### config.mk
export PLATFORM = sky130hd
export DESIGN_NAME = color_correction_matrix
export DESIGN_NICKNAME = d
export VERILOG_FILES = /design/src/rtl/core/ccm_pkg.sv /design/src/rtl/core/color_correction_matrix.sv /design/src/rtl/core/ccm_cfg_regs.sv /design/src/rtl/core/ccm_row.sv
export SDC_FILE = /design/constraint.sdc
export NUM_CORES = 2
export LEC_CHECK = 0
export BUFFER_PORTS_ARGS = -buffer_cell sky130_fd_sc_hd__buf_2
export CORE_ASPECT_RATIO = 1.5
export CORE_MARGIN = 2
export CORE_UTILIZATION = 39
export DETAILED_ROUTE_END_ITERATION = 12
export GPL_ROUTABILITY_DRIVEN = 0
export HOLD_SLACK_MARGIN = 0.12
export PLACE_DENSITY = 0.51
export RECOVER_POWER = 100
export SETUP_SLACK_MARGIN = 0.5
export SKIP_CTS_REPAIR_TIMING = 1
export SLEW_MARGIN = 10
export SYNTH_ARGS = -nofsm -noshare
export SYNTH_HDL_FRONTEND = slang
export SYNTH_SLANG_ARGS = --single-unit
### constraint.sdc
create_clock -name clk -period 8.7 [get_ports clk]
set_clock_uncertainty 0.1 [all_clocks]
set_input_delay 0 -clock clk [delete_from_list [all_inputs] [get_ports clk]]
set_output_delay 0 -clock clk [all_outputs]
set_load 0.02 [all_outputs]
### src/rtl/core/ccm_pkg.sv
`default_nettype none

package ccm_pkg;

    // sample and coefficient formats
    localparam int SAMPLE_WIDTH = 10;
    localparam int COEFF_WIDTH  = 16;
    localparam int COEFF_FRAC   = 12;
    localparam int NARROW_WIDTH = 8;
    localparam int ROW_WIDTH    = 3 * COEFF_WIDTH;

    // unsigned sample widened by a sign bit, times a signed coefficient
    localparam int PROD_WIDTH   = SAMPLE_WIDTH + 1 + COEFF_WIDTH;
    // three products summed
    localparam int SUM_WIDTH    = PROD_WIDTH + 2;

    localparam int CFG_INDEX_WIDTH = 2;

    localparam logic [SAMPLE_WIDTH-1:0] MAX_8BIT  = SAMPLE_WIDTH'(8'hFF);
    localparam logic [SAMPLE_WIDTH-1:0] MAX_10BIT = SAMPLE_WIDTH'(10'h3FF);
    localparam logic [SAMPLE_WIDTH-1:0] MIN_OUT   = SAMPLE_WIDTH'(8'h00);

    localparam logic [COEFF_WIDTH-1:0] COEFF_ONE = COEFF_WIDTH'(1) << COEFF_FRAC;

    localparam logic [ROW_WIDTH-1:0] ROW_RED_RESET   =
        {COEFF_ONE, {COEFF_WIDTH{1'b0}}, {COEFF_WIDTH{1'b0}}};
    localparam logic [ROW_WIDTH-1:0] ROW_GREEN_RESET =
        {{COEFF_WIDTH{1'b0}}, COEFF_ONE, {COEFF_WIDTH{1'b0}}};
    localparam logic [ROW_WIDTH-1:0] ROW_BLUE_RESET  =
        {{COEFF_WIDTH{1'b0}}, {COEFF_WIDTH{1'b0}}, COEFF_ONE};

    typedef enum logic [CFG_INDEX_WIDTH-1:0] {
        CFG_ROW_RED   = 2'd0,
        CFG_ROW_GREEN = 2'd1,
        CFG_ROW_BLUE  = 2'd2,
        CFG_TEN_BIT   = 2'd3
    } cfg_index_t;

    // per-stage load enables of the row datapath
    typedef struct packed {
        logic mul;
        logic sum;
        logic clamp;
    } adv_t;

endpackage

`default_nettype wire

### src/rtl/core/color_correction_matrix.sv
// colour correction matrix, 3x3 signed q4.12 coefficients applied to one rgb pixel
// a request passes the sample, product, sum and clamp registers to res_valid
// throughput: one pixel per cycle; a stalled output holds, and upstream bubbles
// are squeezed out so requests keep being taken while empty stages remain
// reset: pipeline valids cleared, identity matrix loaded, 8-bit mode selected
`default_nettype none

module color_correction_matrix
(
    input  wire logic                                 clk,
    input  wire logic                                 rst_n,

    // pixel request channel
    input  wire logic                                 pix_valid,
    output logic                                      pix_stall,
    input  wire logic [ccm_pkg::SAMPLE_WIDTH-1:0]     red_in,
    input  wire logic [ccm_pkg::SAMPLE_WIDTH-1:0]     green_in,
    input  wire logic [ccm_pkg::SAMPLE_WIDTH-1:0]     blue_in,

    // result channel
    output logic                                      res_valid,
    input  wire logic                                 res_stall,
    output logic [ccm_pkg::SAMPLE_WIDTH-1:0]          red_out,
    output logic [ccm_pkg::SAMPLE_WIDTH-1:0]          green_out,
    output logic [ccm_pkg::SAMPLE_WIDTH-1:0]          blue_out,

    // configuration write channel
    input  wire logic                                 cfg_valid,
    output logic                                      cfg_ready,
    input  wire logic [ccm_pkg::CFG_INDEX_WIDTH-1:0]  cfg_index,
    input  wire logic [ccm_pkg::ROW_WIDTH-1:0]        cfg_data
);

    localparam int DW = ccm_pkg::SAMPLE_WIDTH;
    localparam int NW = ccm_pkg::NARROW_WIDTH;

    logic [ccm_pkg::ROW_WIDTH-1:0] row_red;
    logic [ccm_pkg::ROW_WIDTH-1:0] row_green;
    logic [ccm_pkg::ROW_WIDTH-1:0] row_blue;
    logic                          ten_bit;

    // stage valids: input samples, products, sums, output
    logic v_in_reg;
    logic v_mul_reg;
    logic v_sum_reg;
    logic v_out_reg;
    logic v_in_next;
    logic v_mul_next;
    logic v_sum_next;
    logic v_out_next;

    // a stage may load when it is empty or its contents move on
    logic          adv_in;
    ccm_pkg::adv_t adv;

    logic [DW-1:0] red_reg;
    logic [DW-1:0] green_reg;
    logic [DW-1:0] blue_reg;
    logic [DW-1:0] red_next;
    logic [DW-1:0] green_next;
    logic [DW-1:0] blue_next;

    ccm_cfg_regs u_cfg
    (
        .clk       (clk),
        .rst_n     (rst_n),
        .cfg_valid (cfg_valid),
        .cfg_ready (cfg_ready),
        .cfg_index (cfg_index),
        .cfg_data  (cfg_data),
        .row_red   (row_red),
        .row_green (row_green),
        .row_blue  (row_blue),
        .ten_bit   (ten_bit)
    );

    // backpressure chain, output first
    always_comb
    begin
        adv.clamp = !v_out_reg || !res_stall;
        adv.sum   = !v_sum_reg || adv.clamp;
        adv.mul   = !v_mul_reg || adv.sum;
        adv_in    = !v_in_reg  || adv.mul;
    end

    assign pix_stall = !adv_in;

    always_comb
    begin
        v_in_next  = adv_in    ? pix_valid : v_in_reg;
        v_mul_next = adv.mul   ? v_in_reg  : v_mul_reg;
        v_sum_next = adv.sum   ? v_mul_reg : v_sum_reg;
        v_out_next = adv.clamp ? v_sum_reg : v_out_reg;
    end

    always_ff @(posedge clk or negedge rst_n)
    begin
        if (!rst_n)
        begin
            v_in_reg  <= 1'b0;
            v_mul_reg <= 1'b0;
            v_sum_reg <= 1'b0;
            v_out_reg <= 1'b0;
        end
        else
        begin
            v_in_reg  <= v_in_next;
            v_mul_reg <= v_mul_next;
            v_sum_reg <= v_sum_next;
            v_out_reg <= v_out_next;
        end
    end

    // 8-bit mode drops the upper sample bits
    always_comb
    begin
        if (ten_bit)
        begin
            red_next   = red_in;
            green_next = green_in;
            blue_next  = blue_in;
        end
        else
        begin
            red_next   = {{(DW-NW){1'b0}}, red_in[NW-1:0]};
            green_next = {{(DW-NW){1'b0}}, green_in[NW-1:0]};
            blue_next  = {{(DW-NW){1'b0}}, blue_in[NW-1:0]};
        end
    end

    // sample capture stage, payload only
    always_ff @(posedge clk)
    begin
        if (adv_in)
        begin
            red_reg   <= red_next;
            green_reg <= green_next;
            blue_reg  <= blue_next;
        end
    end

    // one multiply, sum and clamp pipeline per output channel
    ccm_row u_row_red
    (
        .clk       (clk),
        .adv       (adv),
        .coeff_row (row_red),
        .ten_bit   (ten_bit),
        .red       (red_reg),
        .green     (green_reg),
        .blue      (blue_reg),
        .result    (red_out)
    );

    ccm_row u_row_green
    (
        .clk       (clk),
        .adv       (adv),
        .coeff_row (row_green),
        .ten_bit   (ten_bit),
        .red       (red_reg),
        .green     (green_reg),
        .blue      (blue_reg),
        .result    (green_out)
    );

    ccm_row u_row_blue
    (
        .clk       (clk),
        .adv       (adv),
        .coeff_row (row_blue),
        .ten_bit   (ten_bit),
        .red       (red_reg),
        .green     (green_reg),
        .blue      (blue_reg),
        .result    (blue_out)
    );

    assign res_valid = v_out_reg;

endmodule

`default_nettype wire

### src/rtl/core/ccm_cfg_regs.sv
`default_nettype none

module ccm_cfg_regs
(
    input  wire logic                                 clk,
    input  wire logic                                 rst_n,
    input  wire logic                                 cfg_valid,
    output logic                                      cfg_ready,
    input  wire logic [ccm_pkg::CFG_INDEX_WIDTH-1:0]  cfg_index,
    input  wire logic [ccm_pkg::ROW_WIDTH-1:0]        cfg_data,
    output logic [ccm_pkg::ROW_WIDTH-1:0]             row_red,
    output logic [ccm_pkg::ROW_WIDTH-1:0]             row_green,
    output logic [ccm_pkg::ROW_WIDTH-1:0]             row_blue,
    output logic                                      ten_bit
);

    logic [ccm_pkg::ROW_WIDTH-1:0] row_red_reg;
    logic [ccm_pkg::ROW_WIDTH-1:0] row_green_reg;
    logic [ccm_pkg::ROW_WIDTH-1:0] row_blue_reg;
    logic                          ten_bit_reg;

    assign cfg_ready = 1'b1;

    always_ff @(posedge clk or negedge rst_n)
    begin
        if (!rst_n)
        begin
            row_red_reg   <= ccm_pkg::ROW_RED_RESET;
            row_green_reg <= ccm_pkg::ROW_GREEN_RESET;
            row_blue_reg  <= ccm_pkg::ROW_BLUE_RESET;
            ten_bit_reg   <= 1'b0;
        end
        else if (cfg_valid && cfg_ready)
        begin
            case (cfg_index)
                ccm_pkg::CFG_ROW_RED:   row_red_reg   <= cfg_data;
                ccm_pkg::CFG_ROW_GREEN: row_green_reg <= cfg_data;
                ccm_pkg::CFG_ROW_BLUE:  row_blue_reg  <= cfg_data;
                ccm_pkg::CFG_TEN_BIT:   ten_bit_reg   <= cfg_data[0];
                default:                ten_bit_reg   <= ten_bit_reg;
            endcase
        end
    end

    assign row_red   = row_red_reg;
    assign row_green = row_green_reg;
    assign row_blue  = row_blue_reg;
    assign ten_bit   = ten_bit_reg;

endmodule

`default_nettype wire

### src/rtl/core/ccm_row.sv
`default_nettype none

module ccm_row
(
    input  wire logic                                clk,
    input  wire ccm_pkg::adv_t                       adv,
    input  wire logic [ccm_pkg::ROW_WIDTH-1:0]       coeff_row,
    input  wire logic                                ten_bit,
    input  wire logic [ccm_pkg::SAMPLE_WIDTH-1:0]    red,
    input  wire logic [ccm_pkg::SAMPLE_WIDTH-1:0]    green,
    input  wire logic [ccm_pkg::SAMPLE_WIDTH-1:0]    blue,
    output logic [ccm_pkg::SAMPLE_WIDTH-1:0]         result
);

    localparam int CW = ccm_pkg::COEFF_WIDTH;
    localparam int PW = ccm_pkg::PROD_WIDTH;
    localparam int SW = ccm_pkg::SUM_WIDTH;
    localparam int FR = ccm_pkg::COEFF_FRAC;
    localparam int DW = ccm_pkg::SAMPLE_WIDTH;

    logic signed [CW-1:0] coeff_r;
    logic signed [CW-1:0] coeff_g;
    logic signed [CW-1:0] coeff_b;

    logic signed [PW-1:0] prod_r_reg;
    logic signed [PW-1:0] prod_g_reg;
    logic signed [PW-1:0] prod_b_reg;
    logic signed [PW-1:0] prod_r_next;
    logic signed [PW-1:0] prod_g_next;
    logic signed [PW-1:0] prod_b_next;

    logic signed [SW-1:0] sum_reg;
    logic signed [SW-1:0] sum_next;

    logic signed [SW-1:0] limit_scaled;
    logic [DW-1:0]        limit;
    logic [DW-1:0]        result_reg;
    logic [DW-1:0]        result_next;

    assign coeff_r = coeff_row[3*CW-1:2*CW];
    assign coeff_g = coeff_row[2*CW-1:CW];
    assign coeff_b = coeff_row[CW-1:0];

    // products, sample widened with a zero sign bit
    always_comb
    begin
        prod_r_next = PW'($signed({1'b0, red}))   * PW'(coeff_r);
        prod_g_next = PW'($signed({1'b0, green})) * PW'(coeff_g);
        prod_b_next = PW'($signed({1'b0, blue}))  * PW'(coeff_b);
    end

    always_comb
    begin
        sum_next = SW'(prod_r_reg) + SW'(prod_g_reg) + SW'(prod_b_reg);
    end

    // clamp to zero and the mode maximum, floor otherwise
    always_comb
    begin
        limit        = ten_bit ? ccm_pkg::MAX_10BIT : ccm_pkg::MAX_8BIT;
        limit_scaled = $signed({{(SW-DW-FR){1'b0}}, limit, {FR{1'b0}}});
        if (sum_reg < 0)
        begin
            result_next = ccm_pkg::MIN_OUT;
        end
        else if (sum_reg > limit_scaled)
        begin
            result_next = limit;
        end
        else
        begin
            result_next = sum_reg[FR+DW-1:FR];
        end
    end

    always_ff @(posedge clk)
    begin
        if (adv.mul)
        begin
            prod_r_reg <= prod_r_next;
            prod_g_reg <= prod_g_next;
            prod_b_reg <= prod_b_next;
        end
        if (adv.sum)
        begin
            sum_reg <= sum_next;
        end
        if (adv.clamp)
        begin
            result_reg <= result_next;
        end
    end

    assign result = result_reg;

endmodule

`default_nettype wire

* Word level (Yosys, flattened, before mapping) *
Cells that the tools add are included.

storage, ports and cells
  flip-flop bits (word level) = 539
  bits of input ports = 85
  output and inout bits = 33
  word-level logic and storage cells = 72

operators by class
  $add $sub $neg = 6
  multipliers = 9
  magnitude comparators = 6
  eq/ne operators = 3
  mux-type cells = 4
  reduce and logical (&&, ||, !) cells = 15

operators by type and width
  kind                 count
  $mul 11x16->27       9
  $add 28x27->29       3
  $gt 29x23->1         3
  $lt 29x1->1 const B  3
  $add 27x27->28       3
  $mux 10              4
  $reduce_and 2->1     4
  $logic_not 1->1      6
  $eq 2x2->1 const B   2
  $logic_or 1x1->1     4
  $eq 2x1->1 const B   1
  $logic_not 2->1      1

* Longest topological paths before layout *
  depth in word-level cells = 6
  mapped depth = 24
  mapped depth without buffers = 22

* By module *
A second synthesis with hierarchy kept.

second synthesis, totals
  cell total of the unflattened synthesis = 7902
  area total of the unflattened synthesis = 78442.7 um^2

by module, submodules not included
  module                   times used  cells each  area an instance (um^2)
  ccm_row at u_row_green   1           2515        23984.3
  ccm_row at u_row_red     1           2509        23981.8
  ccm_row at u_row_blue    1           2516        23959.2
  ccm_cfg_regs             1           311         5416.4
  color_correction_matrix  1           51          1101.1

* Worst setup path before layout *
No wires, ideal clock.

  path kind = register to register
  start point = reg v_out_reg (netlist: res_valid)
  end point = reg u_row_blue.prod_b_reg[0], enable pin
  data arrival time = 4615 ps
  required time = 6717 ps
  slack = 2102 ps
  cell stages (with the launch flop) = 3
  buffers on the path = 0
  cell sequence = dfrtp_1 and3_1 nand2_1

RTL lines
  item                    line                            source
  start, declared         color_correction_matrix.sv:46   logic v_out_reg;
  start signal, assigned  color_correction_matrix.sv:110  v_out_reg <= v_out_next;
  end signal, assigned    ccm_row.sv:82                   prod_b_reg <= prod_b_next;
  end, declared           ccm_row.sv:27                   logic signed [PW-1:0] prod_b_reg;

* Final worst setup path *
  start point = reg green_reg[3]
  end point = reg u_row_blue.prod_g_reg[26] (data pin)

on the way
  cells in the longest elaborated chain, start to end = 1

ends and longest elaborated chain
  item                                  line                            source
  start, declared                       color_correction_matrix.sv:57   logic [DW-1:0] green_reg;
  start signal, assigned                color_correction_matrix.sv:137  green_reg <= green_next;
  $mul 11x16->27                        ccm_row.sv:48                   prod_g_next = PW'($signed({1'b0, green})) * PW'(coeff_g);
  named net u_row_blue.prod_g_next[26]  ccm_row.sv:29                   logic signed [PW-1:0] prod_g_next;
  end signal, assigned                  ccm_row.sv:81                   prod_g_reg <= prod_g_next;
  end, declared                         ccm_row.sv:26                   logic signed [PW-1:0] prod_g_reg;

The timed path passes the listed nets, and every way through them passes these cells.
A chain may end at the register's enable or synchronous reset.

==> summary by stage <==
Yosys
For this run, the register share of the synthesized area comes to 0.199. The count of distinct cell types in the synthesized netlist is 82. The count of warnings emitted by yosys is 0. The number of cells produced by synthesis is 7,858. After synthesis the netlist holds a flip-flop and latch count of around 540. Sorting the synthesized cells by area gives the leading types as sky130_fd_sc_hd__fa_1, sky130_fd_sc_hd__edfxtp_1, sky130_fd_sc_hd__ha_1, sky130_fd_sc_hd__inv_1, sky130_fd_sc_hd__and2_1. The number of nets handed over by synthesis was between 9k and 10k.

The dominant register cell in the synthesized netlist is sky130_fd_sc_hd__edfxtp_1. The area of the mapped netlist is between 0.07 and 0.08 mm^2. Of the post-synthesis cell area, the dominant cell type holds 0.357. The largest total area in the synthesized netlist belongs to sky130_fd_sc_hd__fa_1. The synthesized area divided by synthesized cell count is 9.90 um^2.

In this run, synthesis inferred 390 flip-flops with an integrated enable. The share of flip-flops with an asynchronous set or reset after synthesis is 0.276.

Route
Wire segments on met2 add up to 110,000 um in the final route. The number of DRC violations after detailed-routing iteration 0 is 2,526. After detailed routing, the average wire length per cell comes to 19.6 um.

The average via count per standard cell is between 4 and 5. The length of routed wiring on met1 is 82,900 um. The count of vias placed by the detailed router is 52.7k. The final layout contains routed wiring with a total length of 208,000 um. After detailed routing, the met3 layer carries 7520 um of wire. The number of iterations in the first detailed-routing pass is 8. For this run, design rule violations remaining after detail routing come to 0. The count of nets left with antenna violations once routing finished came out at 0. Routed signal wires occupy layers up through met5.

Worst setup path
The kind of critical path is flip-flop to flip-flop. STA classifies the critical path endpoint as a flip-flop. At the worst endpoint, the required time is 9020 ps. The largest fanout on the critical path is 25. The startpoint type of the worst setup path is a flip-flop. For the worst setup path, the data arrival time is 7830 ps.

Run status
The final reports fail on max-capacitance violations, max-slew violations. The run finished, with violations left.

Floorplan
The number of placed I/O pins is 118. The die is approximately 370 um wide. The total die area is 0.203 mm^2. The region available for standard cell placement spans 0.198 mm^2. The initial standard-cell utilization of the core is 0.393. The die is 551 um tall.

In this run the core area contains 200 standard-cell rows.

Clocking
The largest buffer count on any clock path is 3. The total CTS buffers is 68. The number of clock sinks seen by CTS is 539.

The H-tree level count is 3. The clock network latency to the later pin of the worst-skew pair is 670 ps. The clock transition at the registers of the reported paths is 80 ps.

The TritonCTS clock tree is done. The tree is rooted in a sky130_fd_sc_hd__clkbuf_16.

Final layout
The sequential cell area is 0.0154 mm^2. In the layout the commonest cells are sky130_fd_sc_hd__inv_1, sky130_fd_sc_hd__fa_1, sky130_fd_sc_hd__nand2_1, sky130_fd_sc_hd__ha_1, sky130_fd_sc_hd__and2_1. At the end of the flow, the number of nets in the layout was roughly 10k. The fraction of layout cells with a size suffix above 1 is 0.0489. Relative to the synthesized area, the layout overhead comes to 8.34%.

The post-route non-filler standard cell count is 10.6k. The fill cell total of the finished layout is 19.5k. The footprint of the multi-input gates is 0.0541 mm^2. Leaving out fill and tap cells, the most frequent cell in the layout is sky130_fd_sc_hd__inv_1.

GRT
The number of antenna violations at the first check in global routing is 21. The wire length of the first global-routing pass is between 300,000 and 400,000 um. Entering global routing, the biggest net connects a little under 70 pins.

Across every metal layer, demand over resource in global routing totals 0.211. The number of global-route vias before repair was approximately 57k. For this run the aggregate overflow at the end of global routing stands at 0.

STA
Dividing the final minimum period by the clock period gives 0.863. The worst hold slack across all endpoints is approximately 110 ps. Setup repair after global routing left no endpoint under its margin. The slew of the pin with the lowest slew margin is about 4200 ps. The relative slew slack is -1.79. Setup violations remaining at the end of the flow were counted as 0.

The max-slew violation count is 769. The setup total negative slack is 0 ps. The count of final hold-check violations was 0.

The clock period could shrink to roughly 7500 ps. Derived from the worst setup path, the maximum achievable clock frequency is 0.133 GHz.

Placement
In this run, placement finished with an instance count of 10.3k. The post-detailed-placement half-perimeter wirelength is 167,000 um. During placement, the flow inserted port buffers numbering 116.

Run
Across the run, the number of max-cap violations was 18.

Min path
The tightest min-delay check is of the input port to flip-flop type.
## worst max-delay path, cell delays in order (launching register included)
cell                       delay, ps
sky130_fd_sc_hd__edfxtp_1       1050
sky130_fd_sc_hd__clkbuf_1        890
sky130_fd_sc_hd__clkbuf_1        310
sky130_fd_sc_hd__nand2_1         140
sky130_fd_sc_hd__fa_1            520
sky130_fd_sc_hd__inv_1            60
sky130_fd_sc_hd__fa_1            480
sky130_fd_sc_hd__fa_1            520
sky130_fd_sc_hd__fa_1            490
sky130_fd_sc_hd__inv_1            50
sky130_fd_sc_hd__fa_1            480
sky130_fd_sc_hd__inv_1            50
sky130_fd_sc_hd__ha_1            340
sky130_fd_sc_hd__a21oi_1         180
sky130_fd_sc_hd__nor2_1           60
sky130_fd_sc_hd__a21oi_1         290
sky130_fd_sc_hd__o211ai_1        200
sky130_fd_sc_hd__a41oi_1         410
sky130_fd_sc_hd__o21ai_0         180
sky130_fd_sc_hd__a21oi_1         200
sky130_fd_sc_hd__xnor2_1         240
## metal layers
metal,vias to the layer above,global-route usage
li1,24000,-
met1,27500,0.257
met2,978,0.387
met3,300,0.0192
met4,2,0.0737
met5,-,0
## synth_stat cells (67+ instances only)
library cell	instances
sky130_fd_sc_hd__and2_1	657
sky130_fd_sc_hd__xnor2_1	234
sky130_fd_sc_hd__a21oi_1	226
sky130_fd_sc_hd__edfxtp_1	390
sky130_fd_sc_hd__inv_1	1867
sky130_fd_sc_hd__o21ai_0	116
sky130_fd_sc_hd__ha_1	636
sky130_fd_sc_hd__nor2_1	163
sky130_fd_sc_hd__fa_1	1389
sky130_fd_sc_hd__a21o_1	85
sky130_fd_sc_hd__xor2_1	67
sky130_fd_sc_hd__nand2_1	889
sky130_fd_sc_hd__clkbuf_1	312
sky130_fd_sc_hd__dfrtp_1	146
sky130_fd_sc_hd__mux2_2	145
## logic make-up (layout without fill, tap and decap cells)
family | Yosys count | after routing | synth area share
buffers and inverters | 2186 | 2296 | 0.106
adders and majority gates | 2025 | 2025 | 0.460
and+or+nand+nor | 1989 | 1989 | 0.126
AOI/OAI and AO/OA | 666 | 666 | 0.0549
DFF | 539 | 539 | 0.199
xor gates and xnor gates | 301 | 301 | 0.0339
muxes | 151 | 151 | 0.0218
other | 1 | 7 | 0.0000482
## stage by stage
step | utilization | instance area [um^2] | setup WS (ps)
2_1_floorplan | - | 77800 | 2100
3_3_place_gp | 0.408 | 80900 | 1760
3_5_place_dp | 0.408 | 80900 | 1720
4_1_cts | 0.420 | 83200 | 1680
5_1_grt | 0.425 | 84300 | 652
6_report | 0.425 | 84300 | 1190
## final cells by class
type / count / share of cell area
Clock buffer: 80 / 0.0213
Clock inverter: 45 / 0.00545
Tap cell: 2626 / 0.0390
Multi-Input combinational cell: 5133 / 0.642
Sequential cell: 539 / 0.183
Inverter: 1867 / 0.0832
Timing Repair Buffer: 304 / 0.0260
Antenna cell: 6 / 0.000178
## worst paths after layout
path / slack, ps / endpoint / cells after the start / start
worst max register to register: 1190 / u_row_blue.prod_g_reg[26] / 20 / green_reg[3]
worst min-delay path: 110 / u_cfg.row_green[8] / 3 / cfg_data[8]
worst min register to register: 360 / res_valid / 1 / v_sum_reg
worst max-delay path: 1190 / u_row_blue.prod_g_reg[26] / 20 / green_reg[3]
max in group asynchronous: 1820 / u_cfg.ten_bit / 5 / rst_n
min in group asynchronous: 630 / u_cfg.row_red[44] / 3 / rst_n
Power is left out: the tool's default activity adds up to more than one toggle a clock period on the data nets, which glitch-free logic cannot reach.
